$ cat src/hdl/srps_ptr_ram.sv
module srps_ptr_ram #(
   parameter int DEPTH = 65,
   parameter int AW    = 7,
   parameter int W     = 9
) (
   input  logic          clock,
   input  logic          reset,
   input  logic          we,
   input  logic [AW-1:0] waddr,
   input  logic [W-1:0]  wdata,
   input  logic [AW-1:0] raddr,
   output logic [W-1:0]  q
);

   logic [W-1:0]     mem [DEPTH];
   logic [DEPTH-1:0] valid_ff;
   logic [W-1:0]     q_ff;
   logic             qv_ff;

   always_ff @(posedge clock) begin
      if (we) begin
         mem[waddr] <= wdata;
      end
      q_ff <= mem[raddr];
   end

   // entries never written read as zero
   always_ff @(posedge clock) begin
      if (reset) begin
         valid_ff <= '0;
         qv_ff    <= 1'b0;
      end else begin
         if (we) begin
            valid_ff[waddr] <= 1'b1;
         end
         qv_ff <= valid_ff[raddr];
      end
   end

   assign q = qv_ff ? q_ff : '0;

endmodule

$ cat config.mk
export PLATFORM = sky130hd
export DESIGN_NAME = srps_ptr_ram
export DESIGN_NICKNAME = d
export VERILOG_FILES = /design/src/hdl/srps_ptr_ram.sv
export SDC_FILE = /design/constraint.sdc
export NUM_CORES = 1
export LEC_CHECK = 0
export BUFFER_PORTS_ARGS = -buffer_cell sky130_fd_sc_hd__buf_2
export CORE_AREA = 2 2 242 244
export DETAILED_ROUTE_END_ITERATION = 10
export DIE_AREA = 0 0 244 246
export GPL_ROUTABILITY_DRIVEN = 0
export SYNTH_ARGS = -nofsm -noshare
export SYNTH_HDL_FRONTEND = slang
export SYNTH_SLANG_ARGS = --single-unit
$ cat constraint.sdc
create_clock -name clock -period 2.7 [get_ports clock]
set_clock_uncertainty 0.05 [all_clocks]
set_input_delay 0.27 -clock clock [delete_from_list [all_inputs] [get_ports clock]]
set_output_delay 0.27 -clock clock [all_outputs]
set_load 0.05 [all_outputs]
# After elaboration in Yosys (flattened, before gate mapping)

Memory sizes are Yosys's and may differ from the RTL's. A register that Yosys moved wholly into a read port is not among the register bits.
Cells that the tools add are included.

$lt $le $gt $ge: 3
Multiplexer cells: 7
Bitwise gates (word level): 1
Reductions and logical operators: 1

Operators by type and width:

| operator                                                                             | number |
|---|---|
| 65-bit OR                                                                            | 1 |
| 7-bit by 8-bit less-than comparator with 1-bit output (second input constant)        | 2 |
| 9-bit 2-to-1 mux                                                                     | 1 |
| 1-bit binary-select mux with 7-bit select                                            | 1 |
| 1-bit demux with 7-bit select                                                        | 1 |
| 7-bit by 1-bit greater-or-equal comparator with 1-bit output (second input constant) | 1 |
| 1-bit 2-to-1 mux                                                                     | 4 |
| 1-bit logical AND                                                                    | 1 |

Register bits after elaboration: 66
Memory bits (writable): 585
Memories: 1

Memory list:

| name | depth | width | rd ports | clocked after memory_dff | wr ports | line | RTL |
|---|---|---|---|---|---|---|---|
| mem  | 65    | 9     | 1        | 1                        | 1        | 15   | `logic [W-1:0] mem [DEPTH];` |

# Depth between registers and ports, before layout

Gate-level depths: netlist of the first run.

Depth in word-level cells: 5
Depth in mapped cells: 9
Gate-level depth less buffers: 5

# Least setup slack after synthesis of the first run

No wires, ideal clock.

Kind: input to register
Start point: input waddr[0]
End point: memory mem[64][0] (enable)
Library setup time: 0.384 ns
Data arrival time: 1.906 ns
Data required time: 2.266 ns
Setup slack: 0.360 ns
Stages on the path: 5
Cell sequence: clkbuf_1 or3_1 or2_1 clkbuf_1 nor4b_2

RTL lines:

| element         | line | RTL |
|---|---|---|
| start, declared | 9    | `input logic [AW-1:0] waddr,` |
| end, declared   | 15   |  |

Straight into the memory's write port.

# Worst setup path in the final report of the first run

Start point: input raddr[0]
End point: register qv_ff

Word-level cells in the longest chain between the ends: 2

Ends and longest elaborated chain:

| element                                   | line | RTL |
|---|---|---|
| start, declared                           | 11   | `input logic [AW-1:0] raddr,` |
| 1-bit binary-select mux with 7-bit select | 36   | `qv_ff <= valid_ff[raddr];` |
| 1-bit 2-to-1 mux (implied by the code)    | 36   |  |
| end signal, assigned                      | 36   |  |
| end, declared                             | 18   | `logic qv_ff;` |

No other way between the ends. The select of a mux whose other input is x is not followed.
A chain may end at the register's enable or synchronous reset.

==> results of run 1 <==
==> routing by layer <==
layer / vias up / GRT usage (%) / wire length (um)
met2: 526 / 36.20 / 31720
li1: 5656 / - / -
met1: 6993 / 29.90 / 26710
met4: 2 / 8.483 / 1977
met5: - / 0 / 10
met3: 116 / 3.976 / 4621
==> area by class of cell <==
class,instances,area share (%)
inverter,4,0.05101
timing repair buffer,166,4.506
clock inverter,22,0.3911
clock buffer,94,6.465
tap,765,3.252
antenna,5,0.04251
sequential,660,64.78
multi-input combinational,591,20.51
==> placed cells by master (no fill, tap or decap), types with 8 or more instances in the layout <==
| cell | netlist | final |
|---|---|---|
| sky130_fd_sc_hd__nor2b_1 | 8 | 8 |
| sky130_fd_sc_hd__and2_1 | 10 | 10 |
| sky130_fd_sc_hd__nand2_1 | 19 | 19 |
| sky130_fd_sc_hd__nor3_1 | 11 | 11 |
| sky130_fd_sc_hd__o21ba_2 | 10 | 10 |
| sky130_fd_sc_hd__buf_2 | 23 | 31 |
| sky130_fd_sc_hd__mux2i_1 | 48 | 48 |
| sky130_fd_sc_hd__buf_4 | 15 | 119 |
| sky130_fd_sc_hd__mux2_2 | 8 | 8 |
| sky130_fd_sc_hd__o22ai_1 | 18 | 18 |
| sky130_fd_sc_hd__clkinv_2 | 0 | 10 |
| sky130_fd_sc_hd__mux4_2 | 157 | 157 |
| sky130_fd_sc_hd__a22oi_1 | 9 | 9 |
| sky130_fd_sc_hd__o21ai_0 | 9 | 9 |
| sky130_fd_sc_hd__edfxtp_1 | 585 | 585 |
| sky130_fd_sc_hd__a21oi_1 | 8 | 8 |
| sky130_fd_sc_hd__clkbuf_16 | 0 | 71 |
| sky130_fd_sc_hd__dfxtp_1 | 75 | 75 |
| sky130_fd_sc_hd__nand3_1 | 21 | 21 |
| sky130_fd_sc_hd__buf_12 | 0 | 11 |
| sky130_fd_sc_hd__nor2_1 | 193 | 193 |
| sky130_fd_sc_hd__clkbuf_1 | 18 | 19 |
==> path summary, 6_finish.rpt <==
path,endpoint,slack (ns),depth (start not counted)
min,mem[44][1],0.12,1
max,qv_ff,0.53,7
min reg2reg,q_ff[2],0.40,2
max reg2reg,qv_ff,0.61,5
==> stage by stage <==
stage	setup TNS, ns	setup WS, ns	total power, mW
finish	0	0.5277	20.89
global route	0	0.5265	21.45
CTS	0	0.5677	21.04
detailed placement	-0.06215	-0.06215	12.48
global placement	-0.02864	-0.02864	12.47
floorplan	0	0.3597	11.97
==> cells by family (layout without fill, tap and decap cells) <==
| kind of cell | count (synthesis) | after routing | synth area share (%) |
|---|---|---|---|
| AO/OA/AOI/OAI | 81 | 81 | 2.390 |
| buffers and inverters | 72 | 286 | 1.714 |
| flip-flops | 660 | 660 | 74.65 |
| multiplexers | 213 | 213 | 16.08 |
| other | 0 | 5 | 0 |
| AND/OR/NAND/NOR | 297 | 297 | 5.168 |
==> power breakdown <==
part	switching (mW)	internal (mW)
logic	0.682	0.412
clock network	3.72	4.91
registers	0.0178	11.1
==> registers in the layout, indices dropped and copies added, names as in the netlist <==
register	count
mem	585
valid_ff	65
q_ff	9
qv_ff	1
==> synth_stat cells (all sizes together) (2+ instances only) <==
cell type | n | area [um^2]
nand3b | 3 | 22.52
clkbuf | 18 | 67.56
o31ai | 2 | 15.01
mux4 | 157 | 3536
o22a | 3 | 26.28
nand2 | 19 | 71.32
nand4 | 6 | 37.54
a21oi | 8 | 40.04
o221a | 2 | 22.52
o211ai | 3 | 22.52
buf | 50 | 355.4
a22oi | 9 | 67.56
o41ai | 3 | 41.29
a31oi | 2 | 12.51
o221ai | 3 | 26.28
mux2i | 48 | 480.5
inv | 4 | 15.01
dfxtp | 75 | 1501
nand2b | 5 | 31.28
nor2b | 8 | 50.05
or3b | 2 | 17.52
o22ai | 18 | 112.6
nand3 | 21 | 105.1
o21ba | 10 | 100.1
a221oi | 2 | 17.52
mux2 | 8 | 90.09
o21ai | 9 | 45.04
and2 | 10 | 62.56
nor4b | 4 | 41.29
nor3b | 2 | 15.01
or2 | 9 | 56.30
nor2 | 193 | 724.4
edfxtp | 585 | 17570
o32ai | 3 | 26.28
nor3 | 11 | 55.05
==> impl_table.tex, run 1 <==
\begin{tabular}{lr}
\hline
Metric & Value \\
\hline
\multicolumn{2}{l}{\textbf{Power}} \\
\quad Power density normalized to cell area & a little over 700 nW/um\^{}2 \\
\quad Leakage dissipation & $\sim$9.6 nW \\
\quad Worst IR Drop VDD & roughly 0.00039 V \\
\multicolumn{2}{l}{\textbf{Yosys}} \\
\quad Number of synthesized flops with an enable pin & roughly 600 \\
\quad Average instance area after synthesis & approximately 19 um\^{}2 \\
\quad Number of storage elements in the synthesis netlist & 660 \\
\quad Synth cell types & 50 \\
\quad Syn nets & $\sim$1300 \\
\quad Count of warnings emitted by yosys & 0 \\
\quad Async SR Flop Fraction & 0\% \\
\quad Sequential element share of the synthesized area & between 70\% and 80\% \\
\quad Synthesized instance count & around 1300 \\
\quad Most instantiated flip-flop cell in the synthesis netlist & sky130\_fd\_sc\_hd\_\_edfxtp\_1 \\
\quad Syn Std Cell Area & about 26000 um\^{}2 \\
\multicolumn{2}{l}{\textbf{Critical path}} \\
\quad Critical Path Source & raddr[0] \\
\quad Worst-path cell with the longest stage delay & sky130\_fd\_sc\_hd\_\_mux4\_2 \\
\quad Maximum cell stage delay along the critical path & 0.53 ns \\
\quad Number of buffer and inverter instances along the worst setup path & 2 \\
\quad Worst reg2reg path startpoint & valid\_ff[7] \\
\quad Startpoint type of the worst setup path & input pin \\
\quad CP required & between 3 and 4 ns \\
\quad Cell type group with the largest total delay on the critical path & multiplexers \\
\quad Crit path max fanout & 24 \\
\quad Arrival time reported for the critical path endpoint & about 2.6 ns \\
\quad Crit path cell chain & buf\_8 -> buf\_4 -> mux4\_2 -> mux2\_2 -> o22ai\_1 -> o21ai\_0 -> nor4b\_1 \\
\quad Critical setup path kind & in -> reg \\
\quad Kind of capture point of the worst setup path & flip-flop \\
\multicolumn{2}{l}{\textbf{Clocking}} \\
\quad Clock root cell & sky130\_fd\_sc\_hd\_\_clkbuf\_16 \\
\quad Number of buffers inserted during clock tree synthesis & 66 \\
\quad Worst-skew pair later-pin latency & 0.60 ns \\
\quad CTS tree & yes \\
\quad Clock-pin slew on the worst setup and hold paths & 0.06 ns \\
\quad Hold buffer count at cts & 2 \\
\quad Sinks on the clock net & 660 \\
\quad Number of gates resized after CTS & 0 \\
\quad Number of levels in the clock H-tree & 3 \\
\quad Maximum root-to-sink buffer count & 3 \\
\quad Post-CTS setup buffer count & 0 \\
\multicolumn{2}{l}{\textbf{Min path}} \\
\quad Min-delay src & wdata[1] \\
\quad Hold WC Path Type & in -> reg \\
\multicolumn{2}{l}{\textbf{Global route}} \\
\quad Total routing usage reported by global routing & approximately 22\% \\
\quad Pin count of the biggest net entering global routing & 66 \\
\quad Antenna violations before repair & 6 \\
\quad Number of global-route vias before repair & $\sim$14000 \\
\quad First-pass GRT wire length & about 94000 um \\
\quad Total grt overflow & 0 \\
\multicolumn{2}{l}{\textbf{Drt}} \\
\quad Detailed-routing iteration count for the pre-antenna-repair pass & 8 \\
\quad Post-detailed-route count of antenna-violating nets & 0 \\
\quad Initial DRC Count & around 1300 \\
\quad Drt wl/cell & approximately 28 um \\
\quad Routed wire length & between 60000 and 70000 um \\
\quad Via density & between 5 and 6 \\
\quad Overall via count from detail\_route & 13290 \\
\quad DRC & 0 \\
\multicolumn{2}{l}{\textbf{Floorplanning}} \\
\quad Number of I/O pins & 35 \\
\quad Rows & just under 90 \\
\quad Area of the die & 60020 um\^{}2 \\
\quad Core region area & roughly 57000 um\^{}2 \\
\quad Initial cell density of the core & 44.53\% \\
\quad Die Y-Extent & about 250 um \\
\quad Die Wd & $\sim$240 um \\
\multicolumn{2}{l}{\textbf{Placed design}} \\
\quad Post-Place Cell Area & about 27000 um\^{}2 \\
\quad Post-detailed-placement half-perimeter wirelength & 40990 um \\
\quad Number of I/O port buffers & 34 \\
\quad Placed instance count & approximately 2200 \\
\multicolumn{2}{l}{\textbf{Status}} \\
\quad Result of the run & finished, final reports clean \\
\multicolumn{2}{l}{\textbf{STA}} \\
\quad Unrepaired setup endpoints after global routing & no \\
\quad Final Cycle Share & 80.46\% \\
\quad Achievable clock frequency & $\sim$0.46 GHz \\
\quad Worst slew pin tran & between 0.8 and 0.9 ns \\
\quad Headroom to the max-slew limit & a little under half \\
\quad Final worst path period need & 2.172 ns \\
\quad Fin Hold WS & 0.1193 ns \\
\quad Final-report max-slew violation count & 0 \\
\quad Hold violation total from the final report & 0 \\
\quad Total of endpoints with negative setup slack in the final report & 0 \\
\multicolumn{2}{l}{\textbf{Layout}} \\
\quad Area used by multi-input combinational logic & a little over 6000 um\^{}2 \\
\quad Post-layout instance area & approximately 29000 um\^{}2 \\
\quad Total area of sequential cells & 19070 um\^{}2 \\
\quad Final Net Count & about 1500 \\
\quad Share of the core filled with cells & between 50\% and 60\% \\
\quad Layout fillers & $\sim$4600 \\
\quad Filler-free cell count of the finished design & 2307 \\
\quad Ratio of cells with drive above 1 in the final layout & 28.82\% \\
\quad Area growth syn-to-layout & 15.23\% \\
\multicolumn{2}{l}{\textbf{Run}} \\
\quad Max-capacitance violation count & 0 \\
\hline
\end{tabular}
Note: power is estimated with default switching activity, not from simulation.
==> run 2, diff against run 1 <==
--- a/config.mk
+++ b/config.mk
@@ -5,10 +5,11 @@
 export SDC_FILE = /design/constraint.sdc
 export NUM_CORES = 1
 export LEC_CHECK = 0
+export ABC_AREA = 1
 export BUFFER_PORTS_ARGS = -buffer_cell sky130_fd_sc_hd__buf_2
-export CORE_AREA = 2 2 242 244
+export CORE_AREA = 2 2 246 248
 export DETAILED_ROUTE_END_ITERATION = 10
-export DIE_AREA = 0 0 244 246
+export DIE_AREA = 0 0 248 250
 export GPL_ROUTABILITY_DRIVEN = 0
 export SYNTH_ARGS = -nofsm -noshare
 export SYNTH_HDL_FRONTEND = slang
==> constraint.sdc (replaced) <==
create_clock -name clock -period 1.8 [get_ports clock]
set_clock_uncertainty 0.05 [all_clocks]
set_input_delay 0.18 -clock clock [delete_from_list [all_inputs] [get_ports clock]]
set_output_delay 0.18 -clock clock [all_outputs]
set_load 0.05 [all_outputs]
==> run 2 against run 1 <==
First-iteration DRC count up 45%. Clock power grew 60%. Critical endpoint is now q[3]. Combinational power is 100% higher. Synthesized cell count is 80% higher. Non-clock buffer count is 85 higher. Highest routed layer unchanged. Critical path type is now reg -> out.
==> impl_table.tex, run 2 <==
\begin{tabular}{lr}
\hline
Metric & Value \\
\hline
\multicolumn{2}{l}{\textbf{Clocking}} \\
\quad Number of buffers inserted during clock tree synthesis & 69 (+4.5\%) \\
\quad Worst-skew pair later-pin latency & 0.60 ns (about the same) \\
\quad Clock-pin slew on the worst setup and hold paths & 0.06 ns (about the same) \\
\quad Maximum root-to-sink buffer count & 3 (unchanged) \\
\quad Clock root cell & sky130\_fd\_sc\_hd\_\_clkbuf\_16 \\
\quad Post-CTS setup buffer count & 0 (unchanged) \\
\quad CTS tree & yes \\
\quad Sinks on the clock net & 660 (unchanged) \\
\quad Number of levels in the clock H-tree & 3 (unchanged) \\
\multicolumn{2}{l}{\textbf{Critical path}} \\
\quad CP required & 1.57 ns (-1.53 ns) \\
\quad Crit path max fanout & 9 (-63\%) \\
\quad Kind of capture point of the worst setup path & primary output \\
\quad Arrival time reported for the critical path endpoint & 1.52 ns (-1.05 ns) \\
\quad Startpoint type of the worst setup path & flip-flop \\
\quad Count of cells along the worst register-to-register path & 9 (+4) \\
\quad Critical setup path kind & reg -> out \\
\multicolumn{2}{l}{\textbf{Layout}} \\
\quad Most frequent cells in the layout & 585 x sky130\_fd\_sc\_hd\_\_edfxtp\_1, 485 x sky130\_fd\_sc\_hd\_\_nor2\_1, 476 x sky130\_fd\_sc\_hd\_\_nand2\_1, 194 x sky130\_fd\_sc\_hd\_\_o21ai\_0, 181 x sky130\_fd\_sc\_hd\_\_buf\_4 \\
\quad Layout fillers & 5109 (+12\%) \\
\quad Final Net Count & 2598 (+71\%) \\
\quad Registers with the most flip-flops & mem: 585 flops, valid\_ff: 65 flops, q\_ff: 9 flops \\
\quad Filler-free cell count of the finished design & 3407 (+48\%) \\
\quad Most common library cell in the layout ignoring fill and taps & sky130\_fd\_sc\_hd\_\_edfxtp\_1 \\
\quad Diode insertion count for antenna repair & 0 (-5) \\
\quad Register with the highest flop count & mem \\
\quad Area used by multi-input combinational logic & 6475 um\^{}2 (+7.3\%) \\
\quad Ratio of cells with drive above 1 in the final layout & 13.49\% (-15 points) \\
\quad Max FFs per register & 585 (unchanged) \\
\quad Total area of sequential cells & 19070 um\^{}2 (about the same) \\
\quad Share of the core filled with cells & 52.56\% (+1.3 points) \\
\quad Area growth syn-to-layout & 18.05\% \\
\multicolumn{2}{l}{\textbf{Drt}} \\
\quad Via density & 5.483 (-4.9\%) \\
\quad Drt wl/cell & 22.17 um (-21\%) \\
\quad Detailed-routing iteration count for the pre-antenna-repair pass & 6 (-2) \\
\quad Overall via count from detail\_route & 18680 (+41\%) \\
\quad Routed wire length & 75530 um (+16\%) \\
\quad DRC & 0 (unchanged) \\
\quad Initial DRC Count & 1915 (+45\%) \\
\quad Post-detailed-route count of antenna-violating nets & 0 (unchanged) \\
\multicolumn{2}{l}{\textbf{Floorplanning}} \\
\quad Initial cell density of the core & 44.53\% (about the same) \\
\quad Die Y-Extent & 250 um (+1.6\%) \\
\quad Core region area & 59570 um\^{}2 (+3.8\%) \\
\quad Area of the die & 62000 um\^{}2 (+3.3\%) \\
\quad Number of I/O pins & 35 (unchanged) \\
\quad Die Wd & 248 um (+1.6\%) \\
\quad Rows & 90 (+2.3\%) \\
\multicolumn{2}{l}{\textbf{Global route}} \\
\quad Number of global-route vias before repair & 18310 (+35\%) \\
\quad Total routing usage reported by global routing & 24.65\% (+2.5 points) \\
\quad First-pass GRT wire length & 112900 um (+20\%) \\
\quad Antenna violations before repair & 1 (-5) \\
\quad Pin count of the biggest net entering global routing & 66 (unchanged) \\
\quad Total grt overflow & 0 (unchanged) \\
\multicolumn{2}{l}{\textbf{Yosys}} \\
\quad Dominant cell by count in the synthesized netlist & sky130\_fd\_sc\_hd\_\_edfxtp\_1 \\
\quad Top cell types by occurrence after synthesis & 585 x sky130\_fd\_sc\_hd\_\_edfxtp\_1, 487 x sky130\_fd\_sc\_hd\_\_nor2\_1, 477 x sky130\_fd\_sc\_hd\_\_nand2\_1, 194 x sky130\_fd\_sc\_hd\_\_o21ai\_0, 130 x sky130\_fd\_sc\_hd\_\_nand3\_1 \\
\quad Biggest area consumer among synthesized cells & sky130\_fd\_sc\_hd\_\_edfxtp\_1 \\
\quad Post-synth top area share & 66.23\% (-2.5 points) \\
\quad Async SR Flop Fraction & 0\% (unchanged) \\
\quad Synthesized instance count & 2384 (+80\%) \\
\quad Syn nets & 2410 (+79\%) \\
\quad Number of synthesized flops with an enable pin & 585 (unchanged) \\
\quad Synth cell types & 26 (-48\%) \\
\quad Number of storage elements in the synthesis netlist & 660 (unchanged) \\
\quad Sequential element share of the synthesized area & 71.89\% (-2.8 points) \\
\quad Synth area leaders & sky130\_fd\_sc\_hd\_\_edfxtp\_1 66\%, sky130\_fd\_sc\_hd\_\_nor2\_1 6.9\%, sky130\_fd\_sc\_hd\_\_nand2\_1 6.8\% \\
\quad Syn Std Cell Area & 26520 um\^{}2 (+3.8\%) \\
\quad Most instantiated flip-flop cell in the synthesis netlist & sky130\_fd\_sc\_hd\_\_edfxtp\_1 \\
\quad Average instance area after synthesis & 11.13 um\^{}2 (-42\%) \\
\quad Count of warnings emitted by yosys & 0 (unchanged) \\
\multicolumn{2}{l}{\textbf{STA}} \\
\quad Hold violation total from the final report & 0 (unchanged) \\
\quad Sum of negative setup slack & 0 ns (unchanged) \\
\quad Fin Hold WS & 0.06416 ns (-0.05517 ns) \\
\quad Unrepaired setup endpoints after global routing & no \\
\quad Final worst path period need & $\sim$1.7 ns \\
\quad Achievable clock frequency & about 0.57 GHz \\
\quad Final Cycle Share & 97.08\% \\
\quad Headroom to the max-slew limit & 43.11\% (-2.5 points) \\
\quad Final-report max-slew violation count & 0 (unchanged) \\
\quad Worst slew pin tran & 0.8534 ns (+0.03819 ns) \\
\quad Total of endpoints with negative setup slack in the final report & 0 (unchanged) \\
\multicolumn{2}{l}{\textbf{Placed design}} \\
\quad Post-detailed-placement half-perimeter wirelength & 46780 um (+14\%) \\
\quad Number of I/O port buffers & 34 (unchanged) \\
\quad Placed instance count & 3280 (+50\%) \\
\multicolumn{2}{l}{\textbf{Power}} \\
\quad Final total power & 32.80 mW (+57\%) \\
\quad Leakage dissipation & 11.35 nW (+18\%) \\
\quad Worst IR Drop VDD & 0.0009289 V (+140\%) \\
\quad Power density normalized to cell area & 1047 nW/um\^{}2 (+48\%) \\
\multicolumn{2}{l}{\textbf{Status}} \\
\quad Result of the run & finished, final reports clean \\
\multicolumn{2}{l}{\textbf{Run}} \\
\quad Max-capacitance violation count & 0 (unchanged) \\
\multicolumn{2}{l}{\textbf{Min path}} \\
\quad Worst Hold Path Cells & 2 (+1) \\
\quad Hold WC Path Type & in -> reg \\
\hline
\end{tabular}
run 2: metrics by stage:
| stage | setup WS, ns | area (um^2) |
|---|---|---|
| floorplan | 0.2144 | 26520 |
| global placement | -0.2225 | 29090 |
| detailed placement | -0.1906 | 29090 |
| CTS | 0.04737 | 31310 |
| global route | 0.006463 | 31310 |
| finish | 0.05251 | 31310 |
run 2: layout make-up:
class / instances / area share (%)
repair buffers: 251 / 7.169
clock buffers: 101 / 6.394
flip-flops and latches: 660 / 60.90
inverters: 93 / 1.139
well taps: 782 / 3.125
clock inverters: 23 / 0.5914
multi-input cells: 1497 / 20.68
run 2: routing by layer:
layer	share of wire, %	vias to the layer above	wire [um]	global-route usage [%]
li1	-	8600	-	-
met1	42	9133	31620	34.19
met2	47	793	35200	38.73
met3	7.9	151	5952	4.022
met4	3.6	2	2737	9.923
met5	0.015	-	11	0
run 2: kinds of logic (layout without fill, tap and decap cells):
family	Yosys count	after routing	share of synthesized area (%)
AOI/OAI and AO/OA	357	357	7.349
buffers and inverters	227	468	3.727
and+or+nand+nor	1140	1140	17.03
DFF	660	660	71.89
run 2: critical path, stage by stage (launching register included):
cell and delay, ns:
sky130_fd_sc_hd__dfxtp_2 0.46, sky130_fd_sc_hd__nand2_1 0.12, sky130_fd_sc_hd__inv_1 0.07, sky130_fd_sc_hd__buf_2 0.25
run 2: path summary, 6_finish.rpt:
kind	from	to	slack [ns]
max reg2reg	mem[8][2]	q_ff[2]	0.23
min	wdata[2]	mem[12][2]	0.06
min reg2reg	mem[64][4]	q_ff[4]	0.38
max	qv_ff	q[3]	0.05
run 2: power breakdown:
part	internal, mW	total, mW	switching (mW)
Combinational	0.678	2.21	1.53
Clock	8.13	13.8	5.69
Sequential	16.7	16.8	0.0403
Total	25.5	32.8	7.27
run 2: what timing repair did:
action,4_1_cts,5_1_grt
hold buffers,3,0
hold endpoints to repair,14,0
endpoints found under the setup margin,9,1
gates resized for setup,1,1
gates cloned,0,0
==> run 3, diff against run 2 <==
--- a/config.mk
+++ b/config.mk
@@ -11,6 +11,7 @@
 export DETAILED_ROUTE_END_ITERATION = 10
 export DIE_AREA = 0 0 248 250
 export GPL_ROUTABILITY_DRIVEN = 0
+export PLACE_DENSITY_LB_ADDON = 0.25
 export SYNTH_ARGS = -nofsm -noshare
 export SYNTH_HDL_FRONTEND = slang
 export SYNTH_SLANG_ARGS = --single-unit
==> run 3 against run 2 <==
Combinational power about the same. Wire length down 1.6%. Largest cell class unchanged. Highest routed layer unchanged. Sequential share of layout area down 0.31 points. Utilization up 0.27 points. Maximum frequency down 0.34%. Setup slack worse by 0.0059 ns. Power up 3.4%. Sequential cell count unchanged. Critical path depth unchanged. Hold slack worse by 0.032 ns.
==> impl_table.tex, run 3 (synthesis results as in run 2) <==
\begin{tabular}{lr}
\hline
Metric & Value \\
\hline
\multicolumn{2}{l}{\textbf{Status}} \\
\quad Result of the run & finished, final reports clean \\
\multicolumn{2}{l}{\textbf{Power}} \\
\quad Part of the total power dissipated in sequential elements & 49.4\% (-1.7 points) \\
\quad Worst IR Drop VDD & 0.0006711 V (-28\%) \\
\quad Part of the power in combinational logic & 6.5\% (-0.2 points) \\
\quad Leakage dissipation & 11.44 nW (+0.74\%) \\
\quad Design internal power & 26.38 mW (+3.3\%) \\
\quad Net Sw Power & 7.517 mW (+3.5\%) \\
\quad Power density normalized to cell area & 1077 nW/um\^{}2 (+2.8\%) \\
\quad Sw frac & 22.18\% (+0.024 points) \\
\quad Portion of total power attributed to the clock network & 44.1\% (+2.0 points) \\
\multicolumn{2}{l}{\textbf{Global route}} \\
\quad Antenna violations before repair & 1 (unchanged) \\
\quad First-pass GRT wire length & 112900 um (about the same) \\
\quad Pin count of the biggest net entering global routing & 67 (+1.5\%) \\
\quad Total routing usage reported by global routing & 24.38\% (-0.26 points) \\
\quad Number of global-route vias before repair & 18200 (-0.62\%) \\
\quad Total grt overflow & 0 (unchanged) \\
\multicolumn{2}{l}{\textbf{Layout}} \\
\quad Most frequent cells in the layout & 585 x sky130\_fd\_sc\_hd\_\_edfxtp\_1, 485 x sky130\_fd\_sc\_hd\_\_nor2\_1, 476 x sky130\_fd\_sc\_hd\_\_nand2\_1, 190 x sky130\_fd\_sc\_hd\_\_o21ai\_0, 175 x sky130\_fd\_sc\_hd\_\_buf\_4 \\
\quad Max FFs per register & 585 (unchanged) \\
\quad Registers with the most flip-flops & mem: 585 flops, valid\_ff: 65 flops, q\_ff: 9 flops \\
\quad Most common library cell in the layout ignoring fill and taps & sky130\_fd\_sc\_hd\_\_edfxtp\_1 \\
\quad Share of the core filled with cells & 52.83\% (+0.27 points) \\
\quad Ratio of cells with drive above 1 in the final layout & 13.84\% (+0.36 points) \\
\quad Area growth syn-to-layout & 18.65\% \\
\quad Filler-free cell count of the finished design & 3405 (-0.059\%) \\
\quad Final Net Count & 2592 (-0.23\%) \\
\quad Post-layout instance area & 31470 um\^{}2 (+0.51\%) \\
\quad Register with the highest flop count & mem \\
\multicolumn{2}{l}{\textbf{STA}} \\
\quad Sum of negative setup slack & 0 ns (unchanged) \\
\quad Hold violation total from the final report & 0 (unchanged) \\
\quad Total of endpoints with negative setup slack in the final report & 0 (unchanged) \\
\quad Unrepaired setup endpoints after global routing & no \\
\quad Achievable clock frequency & 0.5703 GHz (-0.34\%) \\
\quad Headroom to the max-slew limit & 53.34\% (+10 points) \\
\quad Worst slew pin tran & 0.6999 ns (-0.1535 ns) \\
\quad Final Cycle Share & 97.41\% (+0.33 points) \\
\quad Final-report max-slew violation count & 0 (unchanged) \\
\quad Final worst path period need & 1.753 ns (+0.005929 ns) \\
\multicolumn{2}{l}{\textbf{Critical path}} \\
\quad R2R setup slack & 0.14 ns (-0.09 ns) \\
\quad Crit path max fanout & 9 (unchanged) \\
\quad Count of cells along the worst register-to-register path & 10 (+1) \\
\quad Critical setup path kind & reg -> out \\
\quad Maximum cell stage delay along the critical path & 0.42 ns (-0.04 ns) \\
\quad Startpoint type of the worst setup path & flip-flop \\
\quad Cell type group with the largest total delay on the critical path & flip-flops \\
\quad Arrival time reported for the critical path endpoint & 1.52 ns (about the same) \\
\quad Crit path cell chain & nand2\_1 -> inv\_1 -> buf\_2 \\
\quad CP required & 1.57 ns (about the same) \\
\quad Worst reg2reg path startpoint & mem[44][7] \\
\quad Kind of capture point of the worst setup path & primary output \\
\quad Crit path depth & 3 (unchanged) \\
\quad RR Endpoint & q\_ff[7] \\
\quad Number of buffer and inverter instances along the worst setup path & 2 (unchanged) \\
\quad Worst-path cell with the longest stage delay & sky130\_fd\_sc\_hd\_\_dfxtp\_2 \\
\multicolumn{2}{l}{\textbf{Clocking}} \\
\quad Clock-pin slew on the worst setup and hold paths & 0.06 ns (about the same) \\
\quad Post-CTS setup buffer count & 0 (unchanged) \\
\quad Number of buffers inserted during clock tree synthesis & 69 (unchanged) \\
\quad Sinks on the clock net & 660 (unchanged) \\
\quad Number of levels in the clock H-tree & 3 (unchanged) \\
\quad CTS tree & yes \\
\quad Worst-skew pair later-pin latency & 0.62 ns (+0.02 ns) \\
\quad Clock root cell & sky130\_fd\_sc\_hd\_\_clkbuf\_16 \\
\quad Maximum root-to-sink buffer count & 3 (unchanged) \\
\multicolumn{2}{l}{\textbf{Drt}} \\
\quad Via density & 5.450 (-0.59\%) \\
\quad Drt wl/cell & 21.81 um (-1.6\%) \\
\quad Initial DRC Count & 1936 (+1.1\%) \\
\quad Detailed-routing iteration count for the pre-antenna-repair pass & 6 (unchanged) \\
\quad Routed wire length & 74280 um (-1.6\%) \\
\quad DRC & 0 (unchanged) \\
\quad Post-detailed-route count of antenna-violating nets & 0 (unchanged) \\
\quad Overall via count from detail\_route & 18560 (-0.65\%) \\
\multicolumn{2}{l}{\textbf{Min path}} \\
\quad Min-delay src & wdata[8] \\
\quad Worst Hold Path Cells & 2 (unchanged) \\
\quad Hold WC Path Type & in -> reg \\
\quad Worst hold endpoint & mem[13][8] \\
\multicolumn{2}{l}{\textbf{Floorplanning}} \\
\quad Die Wd & 248 um (unchanged) \\
\quad Initial cell density of the core & 44.53\% (unchanged) \\
\quad Area of the die & 62000 um\^{}2 (unchanged) \\
\quad Rows & 90 (unchanged) \\
\quad Number of I/O pins & 35 (unchanged) \\
\quad Core region area & 59570 um\^{}2 (unchanged) \\
\quad Die Y-Extent & 250 um (unchanged) \\
\multicolumn{2}{l}{\textbf{Run}} \\
\quad Max-capacitance violation count & 0 (unchanged) \\
\multicolumn{2}{l}{\textbf{Placed design}} \\
\quad Post-Place Cell Area & 29070 um\^{}2 (about the same) \\
\quad Placed instance count & 3275 (-0.15\%) \\
\quad Number of I/O port buffers & 34 (unchanged) \\
\quad Post-detailed-placement half-perimeter wirelength & 45830 um (-2.0\%) \\
\hline
\end{tabular}
-- run 3: worst max path at each step --
| stage | from | end | slack [ns] |
|---|---|---|---|
| after detailed placement | raddr[1] | q_ff[6] | -0.49 |
| after global placement | raddr[1] | q_ff[6] | -0.47 |
| after CTS | mem[36][3] | q_ff[3] | 0.04 |
| after global routing | mem[44][3] | q_ff[3] | 0.006 |
| after floorplan | we | mem[16][0] | 0.21 |
| final | qv_ff | q[0] | 0.05 |
-- run 3: metrics by stage --
stage | power, mW | hold WS [ns] | setup slack (ns)
global route | 34.84 | 0.04733 | 0.006442
detailed placement | 19.24 | 0.3849 | -0.4918
floorplan | 18.10 | 0.2289 | 0.2144
finish | 33.90 | 0.03220 | 0.04658
global placement | 19.21 | 0.3841 | -0.4660
CTS | 34.04 | 0.01127 | 0.03745
-- run 3: metal layers --
metal | track usage [%] | share of wire (%)
met1 | 35.24 | 43
met2 | 37.37 | 46
met3 | 3.560 | 7.1
met4 | 9.170 | 3.3
met5 | 0 | 0.022
-- run 3: power groups by stage --
stage / sequential (mW) / clock, mW / combinational (mW)
detailed placement: 17.1 / 0 / 2.16
global route: 16.7 / 15.7 / 2.37
CTS: 16.7 / 15.1 / 2.18
floorplan: 17.1 / 0 / 1.03
finish: 16.7 / 14.9 / 2.20
global placement: 17.1 / 0 / 2.14
-- run 3: what timing repair did --
| item | in CTS | in global routing |
|---|---|---|
| pin swaps | 0 | 3 |
| gates resized for setup | 1 | 7 |
| hold buffers | 2 | 0 |
| endpoints found under the hold margin | 22 | 0 |
| endpoints found under the setup margin | 9 | 4 |
| gates cloned | 0 | 0 |
-- run 3: worst register-to-register path: cells and delay by family, from the launching register on --
family | cells | cell delay, ns
AO/OA/AOI/OAI | 2 | 0.32
flip-flops | 1 | 0.35
AND/OR/NAND/NOR | 8 | 0.84
-- run 3: layout make-up --
class / count / area, um^2
clock inverter: 37 / 449.2
timing repair buffer: 245 / 2210
clock buffer: 90 / 1919
inverter: 93 / 356.6
fill: 4990 / 28100
multi-input combinational: 1497 / 6485
sequential: 660 / 19070
antenna: 1 / 2.502
tap: 782 / 978.4
